<file path="src/rtl/stepper_position_controller_defines.svh">
// Assertion macros for the stepper position controller RTL.
// Define NO_ASSERTIONS to compile every check away; no other dependency.
`ifndef STEPPER_POSITION_CONTROLLER_DEFINES_SVH
`define STEPPER_POSITION_CONTROLLER_DEFINES_SVH
`ifndef NO_ASSERTIONS
// Check that cons holds in the same cycle as ante.
`define SPC_ASSERT_IMP(lbl, clk, rst, ante, cons) \
   lbl: assert property (@(posedge clk) disable iff (rst) (ante) |-> (cons)) \
      else $error("stepper controller: same-cycle check failed");
// Check that cons holds in the cycle after ante.
`define SPC_ASSERT_NEXT(lbl, clk, rst, ante, cons) \
   lbl: assert property (@(posedge clk) disable iff (rst) (ante) |=> (cons)) \
      else $error("stepper controller: next-cycle check failed");
`else
`define SPC_ASSERT_IMP(lbl, clk, rst, ante, cons)
`define SPC_ASSERT_NEXT(lbl, clk, rst, ante, cons)
`endif
`endif

</file>
<file path="src/rtl/spc_pkg.sv">
// Shared widths, register codes, control word type and microcode table
// for the stepper position controller. No dependencies.
`default_nettype none

package spc_pkg;

   localparam int TIMER_BITS    = 24;
   localparam int POSITION_BITS = 16;

   localparam int GAIN_BITS   = 8;
   localparam int LIMIT_BITS  = 10;
   localparam int FACTOR_BITS = 27;

   localparam int ERR_BITS   = POSITION_BITS + 1;
   localparam int MAG_BITS   = ERR_BITS;
   localparam int MUL_A_BITS = (TIMER_BITS > GAIN_BITS) ? TIMER_BITS : GAIN_BITS;
   localparam int MUL_B_BITS = (MAG_BITS > LIMIT_BITS) ? MAG_BITS : LIMIT_BITS;
   localparam int PROD_BITS  = MUL_A_BITS + MUL_B_BITS;
   localparam int CMP_BITS   = (PROD_BITS > FACTOR_BITS) ? PROD_BITS : FACTOR_BITS;

   localparam int COIL_BITS  = 4;
   localparam int PHASE_BITS = 2;

   localparam int REQ_FIELD_BITS = 2 * POSITION_BITS + TIMER_BITS;
   localparam int REQ_DATA_BITS  = ((REQ_FIELD_BITS + 7) / 8) * 8;
   localparam int RSP_FIELD_BITS = ERR_BITS + COIL_BITS + PHASE_BITS + 1;
   localparam int RSP_DATA_BITS  = ((RSP_FIELD_BITS + 7) / 8) * 8;

   // Configuration register indexes.
   localparam int CSR_INDEX_BITS = 2;
   localparam logic [CSR_INDEX_BITS-1:0] CSR_SPEED_GAIN  = 2'd0;
   localparam logic [CSR_INDEX_BITS-1:0] CSR_RATE_LIMIT  = 2'd1;
   localparam logic [CSR_INDEX_BITS-1:0] CSR_TICK_FACTOR = 2'd2;
   localparam int CSR_DATA_BITS = FACTOR_BITS;

   localparam logic [GAIN_BITS-1:0]   GAIN_RESET   = 8'd10;
   localparam logic [LIMIT_BITS-1:0]  LIMIT_RESET  = 10'd300;
   localparam logic [FACTOR_BITS-1:0] FACTOR_RESET = 27'd13000000;

   // Microprogram step addresses.
   localparam int PC_BITS = 3;
   localparam logic [PC_BITS-1:0] PC_IDLE     = 3'd0;
   localparam logic [PC_BITS-1:0] PC_MUL_RATE = 3'd1;
   localparam logic [PC_BITS-1:0] PC_CAP      = 3'd2;
   localparam logic [PC_BITS-1:0] PC_MUL_TIME = 3'd3;
   localparam logic [PC_BITS-1:0] PC_TEST     = 3'd4;
   localparam logic [PC_BITS-1:0] PC_STEP     = 3'd5;
   localparam logic [PC_BITS-1:0] PC_EMIT     = 3'd6;

   typedef struct packed {
      logic               wait_req;   // hold here until an input beat arrives
      logic               mul_en;     // load the product register
      logic               mul_time;   // 0: gain * magnitude, 1: elapsed * rate
      logic               cap_en;     // clamp product to the rate limit
      logic               test_jump;  // jump when no step is due
      logic               step_en;    // drive coils, move phase, record time
      logic               emit;       // hand the result to the output register
      logic [PC_BITS-1:0] jump_to;
   } spc_uword_type;

   typedef struct packed {
      logic start;
      logic no_step;
      logic out_free;
   } spc_status_type;

   function automatic spc_uword_type spc_ucode(input logic [PC_BITS-1:0] pc);
      spc_uword_type uw;
      uw = '0;
      case (pc)
         PC_IDLE: begin
            uw.wait_req = 1'b1;
            uw.jump_to  = PC_MUL_RATE;
         end
         PC_MUL_RATE: begin
            uw.mul_en = 1'b1;
         end
         PC_CAP: begin
            uw.cap_en = 1'b1;
         end
         PC_MUL_TIME: begin
            uw.mul_en   = 1'b1;
            uw.mul_time = 1'b1;
         end
         PC_TEST: begin
            uw.test_jump = 1'b1;
            uw.jump_to   = PC_EMIT;
         end
         PC_STEP: begin
            uw.step_en = 1'b1;
         end
         PC_EMIT: begin
            uw.emit    = 1'b1;
            uw.jump_to = PC_IDLE;
         end
         default: begin
            uw.jump_to = PC_IDLE;
         end
      endcase
      return uw;
   endfunction

   function automatic logic [COIL_BITS-1:0] spc_coil_pattern(
      input logic [PHASE_BITS-1:0] ph);
      logic [COIL_BITS-1:0] pat;
      case (ph)
         2'd0:    pat = 4'b1010;
         2'd1:    pat = 4'b0110;
         2'd2:    pat = 4'b0101;
         default: pat = 4'b1001;
      endcase
      return pat;
   endfunction

endpackage

`default_nettype wire

</file>
<file path="src/rtl/stepper_position_controller.sv">
// Top level of the stepper position controller: stream ports, configuration
// registers, output register. Depends on spc_pkg, spc_sequencer, spc_datapath and the assertion macro header.
`default_nettype none
`include "stepper_position_controller_defines.svh"

// Full-step stepper drive with proportional speed. Each request beat carries
// encoder position, target position and a down-counting 24-bit timer
// reading; each beat yields exactly one response beat with the position
// error (target minus encoder), the coil levels now held, the phase the next
// step will drive and a flag that is set when this beat stepped the motor.
// The step rate is speed_gain * |error| capped at rate_limit; a step is taken
// when the ticks since the last step exceed floor(tick_factor / rate), tested
// exactly as ticks * rate > tick_factor. A short microprogram runs one
// item at a time through a single shared multiplier, so a request beat is
// taken only once the last one has passed its emit step, which waits while
// the output register is still full. The response register lets the next
// request beat be taken while a result waits on rsp_tready. Configuration
// writes are taken every cycle (csr_ready stays high) and must be issued only
// while the block is idle; an index outside the register list is ignored.
module stepper_position_controller (
   input  wire logic                                 clock,
   input  wire logic                                 reset,
   // Request stream.
   input  wire logic                                 req_tvalid,
   output logic                                      req_tready,
   // tdata, from bit 0 up: encoder_position, target_position, timer_value
   input  wire logic [spc_pkg::REQ_DATA_BITS-1:0]    req_tdata,
   // Response stream.
   output logic                                      rsp_tvalid,
   input  wire logic                                 rsp_tready,
   // tdata, from bit 0 up: position_error, coil_drive, phase_index, stepped
   output logic [spc_pkg::RSP_DATA_BITS-1:0]         rsp_tdata,
   // Configuration write channel.
   input  wire logic                                 csr_valid,
   output logic                                      csr_ready,
   input  wire logic [spc_pkg::CSR_INDEX_BITS-1:0]   csr_index,
   input  wire logic [spc_pkg::CSR_DATA_BITS-1:0]    csr_data
);

   localparam int P = spc_pkg::POSITION_BITS;
   localparam int T = spc_pkg::TIMER_BITS;

   spc_pkg::spc_uword_type  uword;
   spc_pkg::spc_status_type status;

   logic [spc_pkg::GAIN_BITS-1:0]   gain_ff;
   logic [spc_pkg::LIMIT_BITS-1:0]  limit_ff;
   logic [spc_pkg::FACTOR_BITS-1:0] factor_ff;

   logic                                rsp_valid_ff;
   logic [spc_pkg::RSP_DATA_BITS-1:0]   rsp_data_ff;
   logic [spc_pkg::RSP_DATA_BITS-1:0]   rsp_data_in;

   logic signed [spc_pkg::ERR_BITS-1:0] position_error;
   logic [spc_pkg::COIL_BITS-1:0]       coil_drive;
   logic [spc_pkg::PHASE_BITS-1:0]      phase_index;
   logic                                stepped;
   logic                                no_step;

   logic req_accept;
   logic rsp_load;

   // Take a request beat only while the microprogram waits at its idle step.
   assign req_tready = uword.wait_req;
   assign req_accept = req_tvalid && req_tready;

   assign status.start    = req_tvalid;
   assign status.no_step  = no_step;
   assign status.out_free = !rsp_valid_ff || rsp_tready;

   // Load the output register at the emit step once it is free.
   assign rsp_load = uword.emit && status.out_free;

   spc_sequencer u_sequencer (
      .clock  (clock),
      .reset  (reset),
      .status (status),
      .uword  (uword)
   );

   spc_datapath u_datapath (
      .clock            (clock),
      .reset            (reset),
      .uword            (uword),
      .load             (req_accept),
      .encoder_position (req_tdata[P-1:0]),
      .target_position  (req_tdata[2*P-1:P]),
      .timer_value      (req_tdata[2*P+T-1:2*P]),
      .speed_gain       (gain_ff),
      .rate_limit       (limit_ff),
      .tick_factor      (factor_ff),
      .no_step          (no_step),
      .position_error   (position_error),
      .coil_drive       (coil_drive),
      .phase_index      (phase_index),
      .stepped          (stepped)
   );

   // Configuration registers: accept every write beat, drop unknown indexes.
   assign csr_ready = 1'b1;

   always_ff @(posedge clock) begin
      if (reset) begin
         gain_ff   <= spc_pkg::GAIN_RESET;
         limit_ff  <= spc_pkg::LIMIT_RESET;
         factor_ff <= spc_pkg::FACTOR_RESET;
      end else if (csr_valid && csr_ready) begin
         case (csr_index)
            spc_pkg::CSR_SPEED_GAIN:  gain_ff   <= csr_data[spc_pkg::GAIN_BITS-1:0];
            spc_pkg::CSR_RATE_LIMIT:  limit_ff  <= csr_data[spc_pkg::LIMIT_BITS-1:0];
            spc_pkg::CSR_TICK_FACTOR: factor_ff <= csr_data[spc_pkg::FACTOR_BITS-1:0];
            default: ;
         endcase
      end
   end

   // Pack the result fields, error in the lowest bits.
   assign rsp_data_in = spc_pkg::RSP_DATA_BITS'({stepped, phase_index, coil_drive,
                                                 position_error});

   always_ff @(posedge clock) begin
      if (reset) begin
         rsp_valid_ff <= 1'b0;
      end else if (rsp_load) begin
         rsp_valid_ff <= 1'b1;
      end else if (rsp_tready) begin
         rsp_valid_ff <= 1'b0;
      end
   end

   always_ff @(posedge clock) begin
      if (rsp_load) begin
         rsp_data_ff <= rsp_data_in;
      end
   end

   assign rsp_tvalid = rsp_valid_ff;
   assign rsp_tdata  = rsp_data_ff;

   // A step is taken only right after a test that found it due.
   `SPC_ASSERT_IMP(a_step_after_test, clock, reset, uword.step_en, $past(uword.test_jump) && !$past(no_step))
   // The block is busy for at least the cycle after it takes a request beat.
   `SPC_ASSERT_NEXT(a_busy_after_accept, clock, reset, req_accept, !req_tready)
   // A pending result is never overwritten.
   `SPC_ASSERT_IMP(a_no_overwrite, clock, reset, rsp_load, !rsp_valid_ff || rsp_tready)
   // A beat that stepped always drives a live coil pattern.
   `SPC_ASSERT_IMP(a_step_drives_coils, clock, reset, rsp_load && stepped, coil_drive != '0)

endmodule

`default_nettype wire

</file>
<file path="src/rtl/spc_sequencer.sv">
// Microprogram sequencer: step counter, control word lookup and jumps.
// Depends on spc_pkg for the control word type and the microcode table.
`default_nettype none

module spc_sequencer (
   input  wire logic                   clock,
   input  wire logic                   reset,
   input  wire spc_pkg::spc_status_type status,
   output spc_pkg::spc_uword_type      uword
);

   logic [spc_pkg::PC_BITS-1:0] pc_ff;
   logic [spc_pkg::PC_BITS-1:0] pc_in;
   logic [spc_pkg::PC_BITS-1:0] pc_inc;

   always_comb begin
      uword  = spc_pkg::spc_ucode(pc_ff);
      pc_inc = spc_pkg::PC_BITS'(pc_ff + 1'b1);
      if (uword.wait_req) begin
         pc_in = status.start ? uword.jump_to : pc_ff;
      end else if (uword.test_jump) begin
         pc_in = status.no_step ? uword.jump_to : pc_inc;
      end else if (uword.emit) begin
         pc_in = status.out_free ? uword.jump_to : pc_ff;
      end else begin
         pc_in = pc_inc;
      end
   end

   always_ff @(posedge clock) begin
      if (reset) begin
         pc_ff <= spc_pkg::PC_IDLE;
      end else begin
         pc_ff <= pc_in;
      end
   end

endmodule

`default_nettype wire

</file>
<file path="src/rtl/spc_datapath.sv">
// Datapath: error, elapsed ticks, shared multiplier, rate cap, step test
// and the phase/coil/time state. Depends on spc_pkg.
`default_nettype none

module spc_datapath (
   input  wire logic                                   clock,
   input  wire logic                                   reset,
   input  wire spc_pkg::spc_uword_type                 uword,
   input  wire logic                                   load,
   input  wire logic signed [spc_pkg::POSITION_BITS-1:0] encoder_position,
   input  wire logic signed [spc_pkg::POSITION_BITS-1:0] target_position,
   input  wire logic [spc_pkg::TIMER_BITS-1:0]         timer_value,
   input  wire logic [spc_pkg::GAIN_BITS-1:0]          speed_gain,
   input  wire logic [spc_pkg::LIMIT_BITS-1:0]         rate_limit,
   input  wire logic [spc_pkg::FACTOR_BITS-1:0]        tick_factor,
   output logic                                        no_step,
   output logic signed [spc_pkg::ERR_BITS-1:0]         position_error,
   output logic [spc_pkg::COIL_BITS-1:0]               coil_drive,
   output logic [spc_pkg::PHASE_BITS-1:0]              phase_index,
   output logic                                        stepped
);

   logic signed [spc_pkg::ERR_BITS-1:0]   err_ff, err_in;
   logic [spc_pkg::MAG_BITS-1:0]          mag_ff, mag_in;
   logic [spc_pkg::TIMER_BITS-1:0]        elapsed_ff, elapsed_in;
   logic [spc_pkg::TIMER_BITS-1:0]        now_ff;
   logic [spc_pkg::TIMER_BITS-1:0]        diff;
   logic [spc_pkg::PROD_BITS-1:0]         prod_ff, prod_in;
   logic [spc_pkg::LIMIT_BITS-1:0]        rate_ff;
   logic [spc_pkg::MUL_A_BITS-1:0]        op_a;
   logic [spc_pkg::MUL_B_BITS-1:0]        op_b;
   logic [spc_pkg::CMP_BITS-1:0]          prod_cmp;
   logic [spc_pkg::PHASE_BITS-1:0]        phase_ff;
   logic [spc_pkg::TIMER_BITS-1:0]        last_ff;
   logic [spc_pkg::COIL_BITS-1:0]         coil_ff;
   logic                                  stepped_ff;

   always_comb begin
      err_in = spc_pkg::ERR_BITS'(target_position) - spc_pkg::ERR_BITS'(encoder_position);
      mag_in = err_in[spc_pkg::ERR_BITS-1] ? spc_pkg::MAG_BITS'(-err_in)
                                           : spc_pkg::MAG_BITS'(err_in);
      // Down-counting timer: a reading above the last step means one wrap.
      diff = last_ff - timer_value;
      elapsed_in = (timer_value <= last_ff) ? diff
                                            : spc_pkg::TIMER_BITS'(diff - 1'b1);
      if (uword.mul_time) begin
         op_a = spc_pkg::MUL_A_BITS'(elapsed_ff);
         op_b = spc_pkg::MUL_B_BITS'(rate_ff);
      end else begin
         op_a = spc_pkg::MUL_A_BITS'(speed_gain);
         op_b = spc_pkg::MUL_B_BITS'(mag_ff);
      end
      prod_in  = spc_pkg::PROD_BITS'(op_a) * spc_pkg::PROD_BITS'(op_b);
      prod_cmp = spc_pkg::CMP_BITS'(prod_ff);
      // elapsed > floor(factor / rate) is the same as elapsed * rate > factor.
      no_step  = !(prod_cmp > spc_pkg::CMP_BITS'(tick_factor));
   end

   always_ff @(posedge clock) begin
      if (load) begin
         err_ff     <= err_in;
         mag_ff     <= mag_in;
         elapsed_ff <= elapsed_in;
         now_ff     <= timer_value;
      end
      if (uword.mul_en) begin
         prod_ff <= prod_in;
      end
      if (uword.cap_en) begin
         rate_ff <= (prod_cmp > spc_pkg::CMP_BITS'(rate_limit))
                    ? rate_limit : prod_ff[spc_pkg::LIMIT_BITS-1:0];
      end
   end

   always_ff @(posedge clock) begin
      if (reset) begin
         phase_ff   <= '0;
         last_ff    <= '0;
         coil_ff    <= '0;
         stepped_ff <= 1'b0;
      end else begin
         if (load) begin
            stepped_ff <= 1'b0;
         end
         if (uword.step_en) begin
            coil_ff    <= spc_pkg::spc_coil_pattern(phase_ff);
            phase_ff   <= err_ff[spc_pkg::ERR_BITS-1]
                          ? spc_pkg::PHASE_BITS'(phase_ff - 1'b1)
                          : spc_pkg::PHASE_BITS'(phase_ff + 1'b1);
            last_ff    <= now_ff;
            stepped_ff <= 1'b1;
         end
      end
   end

   assign position_error = err_ff;
   assign coil_drive     = coil_ff;
   assign phase_index    = phase_ff;
   assign stepped        = stepped_ff;

endmodule

`default_nettype wire
</file>
<file path="config.mk">
export PLATFORM = sky130hd
export DESIGN_NAME = stepper_position_controller
export DESIGN_NICKNAME = d
export VERILOG_FILES = /design/src/rtl/spc_pkg.sv /design/src/rtl/stepper_position_controller.sv /design/src/rtl/spc_sequencer.sv /design/src/rtl/spc_datapath.sv
export VERILOG_INCLUDE_DIRS = /design/src /design/src/rtl
export SDC_FILE = /design/constraint.sdc
export NUM_CORES = 1
export LEC_CHECK = 0
export ABC_AREA = 1
export BUFFER_PORTS_ARGS = -buffer_cell sky130_fd_sc_hd__buf_2
export CAP_MARGIN = 20
export CORE_MARGIN = 3
export CORE_UTILIZATION = 60
export DETAILED_ROUTE_END_ITERATION = 7
export HOLD_SLACK_MARGIN = 0.08
export PLACE_DENSITY = 0.78
export SKIP_LAST_GASP = 1
export SYNTH_ARGS = -nofsm -noshare
export SYNTH_HDL_FRONTEND = slang
export SYNTH_SLANG_ARGS = --single-unit
</file>
<file path="constraint.sdc">
create_clock -name clock -period 8 [get_ports clock]
set_input_delay 0.8 -clock clock [delete_from_list [all_inputs] [get_ports clock]]
set_output_delay 0.8 -clock clock [all_outputs]
set_load 0.05 [all_outputs]
</file>
# Word level (Yosys, flattened, before mapping)
# Index checks and enable logic that the tools add are counted.
totals:
  register_bits: 237
  in_bits: 90
  output_inout_bits: 27
  elab_cells: 79
op_classes:
  n_mux: 25
  add_sub_neg: 7
  eq_ne: 12
  magnitude_cmp: 3
  multipliers: 1
  n_reduce_logical: 14
op_table:
  columns: ["cell", "count"]
  rows:
  - ["$mux 24", 2]
  - ["$gt 41x10->1", 1]
  - ["$gt 41x27->1", 1]
  - ["$mul 24x17->41", 1]
  - ["$le 24x24->1", 1]
  - ["$sub 24x1->24 const B", 1]
  - ["$sub 24x24->24", 1]
  - ["$mux 3", 6]
  - ["$mux 17", 1]
  - ["$neg 17->17", 1]
  - ["$sub 16x16->17", 1]
  - ["$mux 16", 1]
  - ["$pmux 4 s3", 1]
  - ["$mux 1", 11]
  - ["$mux 10", 1]
  - ["$eq 3x3->1 const B", 3]
  - ["$reduce_and 2->1", 4]
  - ["$eq 3x2->1 const B", 2]
  - ["$pmux 3 s2", 1]
  - ["$eq 2x1->1 const B", 2]
  - ["$eq 2x2->1 const B", 2]
  - ["$logic_not 2->1", 2]
  - ["$ne 4x2->1 const B", 1]
  - ["$reduce_bool 2->1", 2]
  - ["11 further kinds", 12]

# Logic depth before layout (Yosys ltp)
logic_depth:
  ltp_word: 6
  ltp_mapped: 35
  depth_no_buf: 32

# By module
# From an unflattened synthesis, not the netlist that was laid out.
hier_totals:
  hier_cells: 3266
  area_unflattened_um2: 26178.9
modules_own_cells:
  columns: ["mod", "seq_area_each_um2", "area_per_inst_um2", "cells_each", "n_inst"]
  rows:
  - ["spc_datapath", 4584.4, 23273.6, 2924, 1]
  - ["stepper_position_controller", 1641.6, 2597.5, 294, 1]
  - ["spc_sequencer", 60.1, 307.8, 48, 1]

# Worst setup path after synthesis
# Ideal clock, no wire load.
synth_path:
  kind: "register to register"
  from: "register u_sequencer.pc_ff[0] in the netlist's numbering"
  to: "register u_datapath.prod_ff, in the netlist u_datapath.prod_cmp[23], data pin"
  t_arrival_ps: 6334
  synth_period_minus_slack_ps: 6586
  path_buffers: 3
  setup_time_ps: 252
  path_stages_with_launch: 28
  slack_ps: 1414
  required_ps: 7748
  path_cell_list: "dfxtp_1 -> ha_1 -> ha_1 -> buf_2 -> clkbuf_1 -> clkbuf_1 -> nand2_1 -> inv_1 -> nand2_1 -> fa_1 -> fa_1 -> fa_1 -> inv_1 -> fa_1 -> fa_1 -> inv_1 -> fa_1 -> inv_1 -> ha_1 -> a21oi_1 -> inv_1 -> a31oi_1 -> a21boi_1 -> o21ai_1 -> nand2_1 -> nand2_1 -> nand2_1 -> nand2_1"
synth_between:
  elab_chain_len: 4
  word_cells_on_any_way: 5
  cone_classes: "1 x mul; 1 x eq/ne; 3 x mux"
synth_rtl:
  columns: ["element", "line_no", "text"]
  rows:
  - ["start: declaration", "spc_sequencer.sv:12", "logic [spc_pkg::PC_BITS-1:0] pc_ff;"]
  - ["start signal: assignment", "spc_sequencer.sv:32", "pc_ff <= spc_pkg::PC_IDLE;"]
  - ["start signal: assignment", "spc_sequencer.sv:34", "pc_ff <= pc_in;"]
  - ["$eq 3x2->1 *", "spc_pkg.sv:70", "case (pc)"]
  - ["$mux 1 *", "spc_pkg.sv:70", null]
  - ["$mux 24 / $mux 17 (equally long branches)", "spc_datapath.sv:46", "if (uword.mul_time) begin"]
  - ["$mul 24x17->41 *", "spc_datapath.sv:53", "prod_in = spc_pkg::PROD_BITS'(op_a) * spc_pkg::PROD_BITS'(op_b);"]
  - ["via u_datapath.prod_in (one bit)", "spc_datapath.sv:28", "logic [spc_pkg::PROD_BITS-1:0] prod_ff, prod_in;"]
  - ["end signal: assignment", "spc_datapath.sv:67", "prod_ff <= prod_in;"]
  - ["end: declaration", "spc_datapath.sv:28", null]
# Mark *: on every way through the listed nets, which the timed path passes. The rest lies on a longest branch.
# A chain may end at the register's enable or synchronous reset.

# Worst setup path in the final report
layout_path:
  from: "register u_sequencer.pc_ff[0] in the netlist's numbering"
  to: "register u_datapath.prod_ff, in the netlist u_datapath.prod_cmp[28], data pin"
# The elaborated chain is that of the path after synthesis.

==> impl_metrics.py <==
metrics = {
    "status": {
        "status": "finished, final reports clean",
    },
    "synth": {
        "ys_dominant_reg_cell": "edfxtp_1",
        "synth.cell_area_um2": 26100,
        "synth_area_leader_cell": "fa_1",
        "netlist_top_cells_count": "nand2_1, inv_1, nor2_1, fa_1, ha_1",
        "post_synth_main_area_contributors": "fa_1, edfxtp_1, nand2_1",
        "sequential_element_share_of_the_synthesized_area": 0.241,
        "synth_cell_types": 47,
        "synth_seq_cells": 236,
        "synth_top_area_share": 0.254,
        "asyncSetResetFlopFracSynth": 0,
        "synthesis.instances": 3259,
        "synth_edf_count": 156,
        "yosys.cell_count.top_type": "nand2_1",
        "synth.yosys.warnings": 0,
        "syn_area_per_cell_um2": 8.02,
    },
    "floorplanning": {
        "top_level_ports": 117,
        "dieWidth_um": 215,
        "die_height_um": 215,
        "number_of_rows_created_at_floorplan": 75,
        "die_outline_area_um2": 46100,
        "initial_utilization": 0.615,
        "core-area_um2": 42500,
    },
    "run": {
        "max-cap-violations": 0,
    },
    "final_layout": {
        "finish.net_count": 4027,
        "area_growth_syn_to_layout_pct": 8.84,
        "fill_cells": 3611,
        "diodes": 0,
        "final_layout_size_suffix_gt1_frac": 0.0692,
    },
    "drt": {
        "vias": 22100,
        "ant_nets": 0,
        "drt-pass1-iter-count": 6,
        "drt-vias-per-instance": 5.53,
        "totalWireLength_um": 77300,
        "post-route-drc-count": 0,
        "routedWlPerCell_um": 19.3,
        "initialDrtViolationCount": 1693,
    },
    "cts": {
        "number_of_clock_buffers_inserted_by_tritoncts": 27,
        "cts_repair_resize_count": 0,
        "clock_latency_ns": 0.57,
        "clockRootBuffer": "clkbuf_16",
        "cts_hold_buffers": 0,
        "clkSinkCount": 236,
        "cts_post_setup_buffers_inserted": 0,
        "maximum_root_to_sink_buffer_count": 3,
        "clock_tree_from_tritoncts": "yes",
        "worst_setup_hold_path_clk_slew_ns": 0.06,
        "cts-htree-levels": 1,
    },
    "global_routing": {
        "grt_pass1_vias": 22600,
        "grt_usage": 0.337,
        "antenna_found_initial": 0,
        "pin_count_of_the_biggest_net_entering_global_routing": 82,
        "overall_overflow_remaining_after_global_route": 0,
        "grt_first_pass_wirelength_um": 122000,
    },
    "place": {
        "place.detailed.hpwl_um": 64700,
        "gp_congestion": 1.04,
        "placement.io_buffers": 115,
        "placement.setup.worst_slack_ns": 0.637,
    },
    "pwr": {
        "p_int_w": 0.00357,
        "power_switching_share": 0.468,
        "total_power_per_unit_cell_area_nw_per_um2": 236,
        "clock_power_share": 0.178,
        "netSwitchingPower_w": 0.00314,
        "max-vdd-ir-drop_mv": 0.227,
        "leakagePower_nw": 14.3,
        "comb_power_share": 0.563,
        "share_seq_of_total_power": 0.259,
    },
    "timing": {
        "finalHoldViolations": 0,
        "final.period_utilization": 0.932,
        "worst_max_slew_pin_slew_ns": 1.03,
        "finalMaxSlewViolations": 0,
        "finalWorstSetupSlack_ns": 0.543,
        "post-route-min-period_ns": 7.46,
        "setup-violations-final": 0,
        "rsz_0062_raised_after_global_routing": "no",
        "max_freq_ghz": 0.134,
        "fin_tns_setup_ns": 0,
        "worst_clock_skew_on_the_final_layout_ns": 0.0236,
        "timing.slew.headroom": 0.316,
    },
    "setup_path": {
        "cp.arrival_ns": 7.75,
        "critPathLaunchType": "flip-flop",
        "worst_ep_required_time_ns": 8.30,
        "crit_type": "flip-flop to flip-flop",
        "critical_path.slowest_cell": "nor2_1",
        "worstPathMaxFanout": 34,
        "cp_slowest_stage_delay_ns": 0.75,
        "worst_setup_path_end_kind": "flip-flop",
    },
    "min_path": {
        "timing.hold.worst.class": "flip-flop to flip-flop",
    },
}
==> worst max-delay path: cells and delay by family, from the launching register on <==
family / cells / cell delay (ns)
and+or+nand+nor: 6 / 1.31
DFF: 1 / 0.38
adders and majority gates: 9 / 3.88
xor gates and xnor gates: 1 / 0.14
AOI/OAI and AO/OA: 4 / 0.76
buffers and inverters: 7 / 0.68
==> flip-flops by register name (all words and copies together), names as in the netlist, 4 cells and up <==
register	flops
u_datapath.prod_cmp	41
factor_ff	27
rsp_tdata	24
u_datapath.elapsed_ff	24
u_datapath.last_ff	24
u_datapath.now_ff	24
u_datapath.mag_ff	17
u_datapath.position_error	16
limit_ff	10
u_datapath.rate_ff	10
gain_ff	8
u_datapath.coil_drive	4
==> logic make-up (layout without fill, tap and decap cells) <==
kind of cell / Yosys count / in the layout / share of synthesized area
buffers and inverters: 803 / 952 / 0.116
AOI/OAI and AO/OA: 303 / 303 / 0.0632
xor gates and xnor gates: 74 / 74 / 0.0248
other: 2 / 17 / 0.000287
adders and majority gates: 535 / 535 / 0.351
and+or+nand+nor: 1306 / 1306 / 0.204
DFF: 236 / 236 / 0.241
==> power groups by stage <==
| stage | registers, W | logic [W] | clock network [W] |
|---|---|---|---|
| 2_1_floorplan | 0.00169 | 0.00255 | 0 |
| 3_3_place_gp | 0.00175 | 0.00369 | 0 |
| 3_5_place_dp | 0.00175 | 0.00374 | 0 |
| 4_1_cts | 0.00173 | 0.00377 | 0.00121 |
| 5_1_grt | 0.00174 | 0.00421 | 0.00126 |
| 6_report | 0.00174 | 0.00378 | 0.00119 |
==> metrics by stage <==
step	util	hold WS [ns]	instance area [um^2]	power [W]	instances
4_1_cts	0.668	0.400	28400	0.00672	3999
6_report	0.669	0.418	28400	0.00671	4000
2_1_floorplan	-	0.400	26200	0.00423	3274
5_1_grt	0.669	0.408	28400	0.00721	4000
3_5_place_dp	0.648	0.405	27500	0.00550	3949
3_3_place_gp	0.648	0.404	27500	0.00544	3949
==> area by class of cell <==
type                       instances  area (um^2)  share of cell area
inverter                         753         2830              0.0994
timing repair buffer             149          851              0.0299
clock inverter                    14          124             0.00436
clock buffer                      36          739              0.0260
multi-input combinational       2235        16900               0.594
sequential                       236         6290               0.221
tap                              577          722              0.0254
==> routing by layer <==
metal / GRT usage / vias to the layer above / part of all wire / routed length, um
met5: 0 / - / 0 / 0
met4: 0.156 / 0 / 0.057 / 4410
met3: 0.0521 / 251 / 0.076 / 5860
met2: 0.577 / 1009 / 0.48 / 37300
met1: 0.422 / 10700 / 0.38 / 29700
li1: - / 10200 / - / -
==> worst paths after layout <==
check	from	end	slack [ns]	cells after the start
worst max-delay path	u_sequencer.pc_ff[0]	u_datapath.prod_cmp[28]	0.54	27
worst min-delay path	u_datapath.position_error[10]	rsp_tdata[10]	0.42	0
worst max register to register	u_sequencer.pc_ff[0]	u_datapath.prod_cmp[28]	0.54	27
worst min register to register	u_datapath.position_error[10]	rsp_tdata[10]	0.42	0
==> cell usage in the layout, fill, tap and decap left out, types with 3 or more instances in the layout <==
| master | netlist | final |
|---|---|---|
| nand2_1 | 740 | 740 |
| nand2_2 | 16 | 16 |
| nand3b_1 | 10 | 10 |
| nand3_1 | 79 | 79 |
| buf_4 | 2 | 33 |
| nor2_1 | 380 | 378 |
| a31oi_1 | 11 | 11 |
| o21ai_0 | 119 | 119 |
| ha_1 | 204 | 204 |
| clkbuf_8 | 0 | 3 |
| nor3_1 | 20 | 19 |
| or2_2 | 4 | 4 |
| xor2_1 | 54 | 54 |
| fa_1 | 331 | 331 |
| clkbuf_1 | 45 | 6 |
| o21a_1 | 7 | 7 |
| nor3_2 | 3 | 4 |
| clkbuf_16 | 0 | 27 |
| inv_1 | 731 | 730 |
| edfxtp_1 | 156 | 156 |
| nor4_1 | 7 | 7 |
| xnor2_1 | 20 | 20 |
| a21oi_1 | 123 | 123 |
| nand4_1 | 26 | 26 |
| clkinv_1 | 20 | 24 |
| buf_2 | 1 | 115 |
| nor2_4 | 6 | 7 |
| nor2_2 | 5 | 6 |
| dfxtp_1 | 80 | 80 |
| nand3_2 | 5 | 5 |
| conb_1 | 2 | 17 |
| inv_2 | 2 | 3 |
| o21ai_1 | 5 | 5 |
| clkinv_4 | 0 | 3 |
| o21bai_1 | 4 | 4 |
| clkinvlp_4 | 0 | 3 |
| a21o_1 | 6 | 6 |
| o211ai_1 | 18 | 18 |
(Power assumes the default switching activity.)
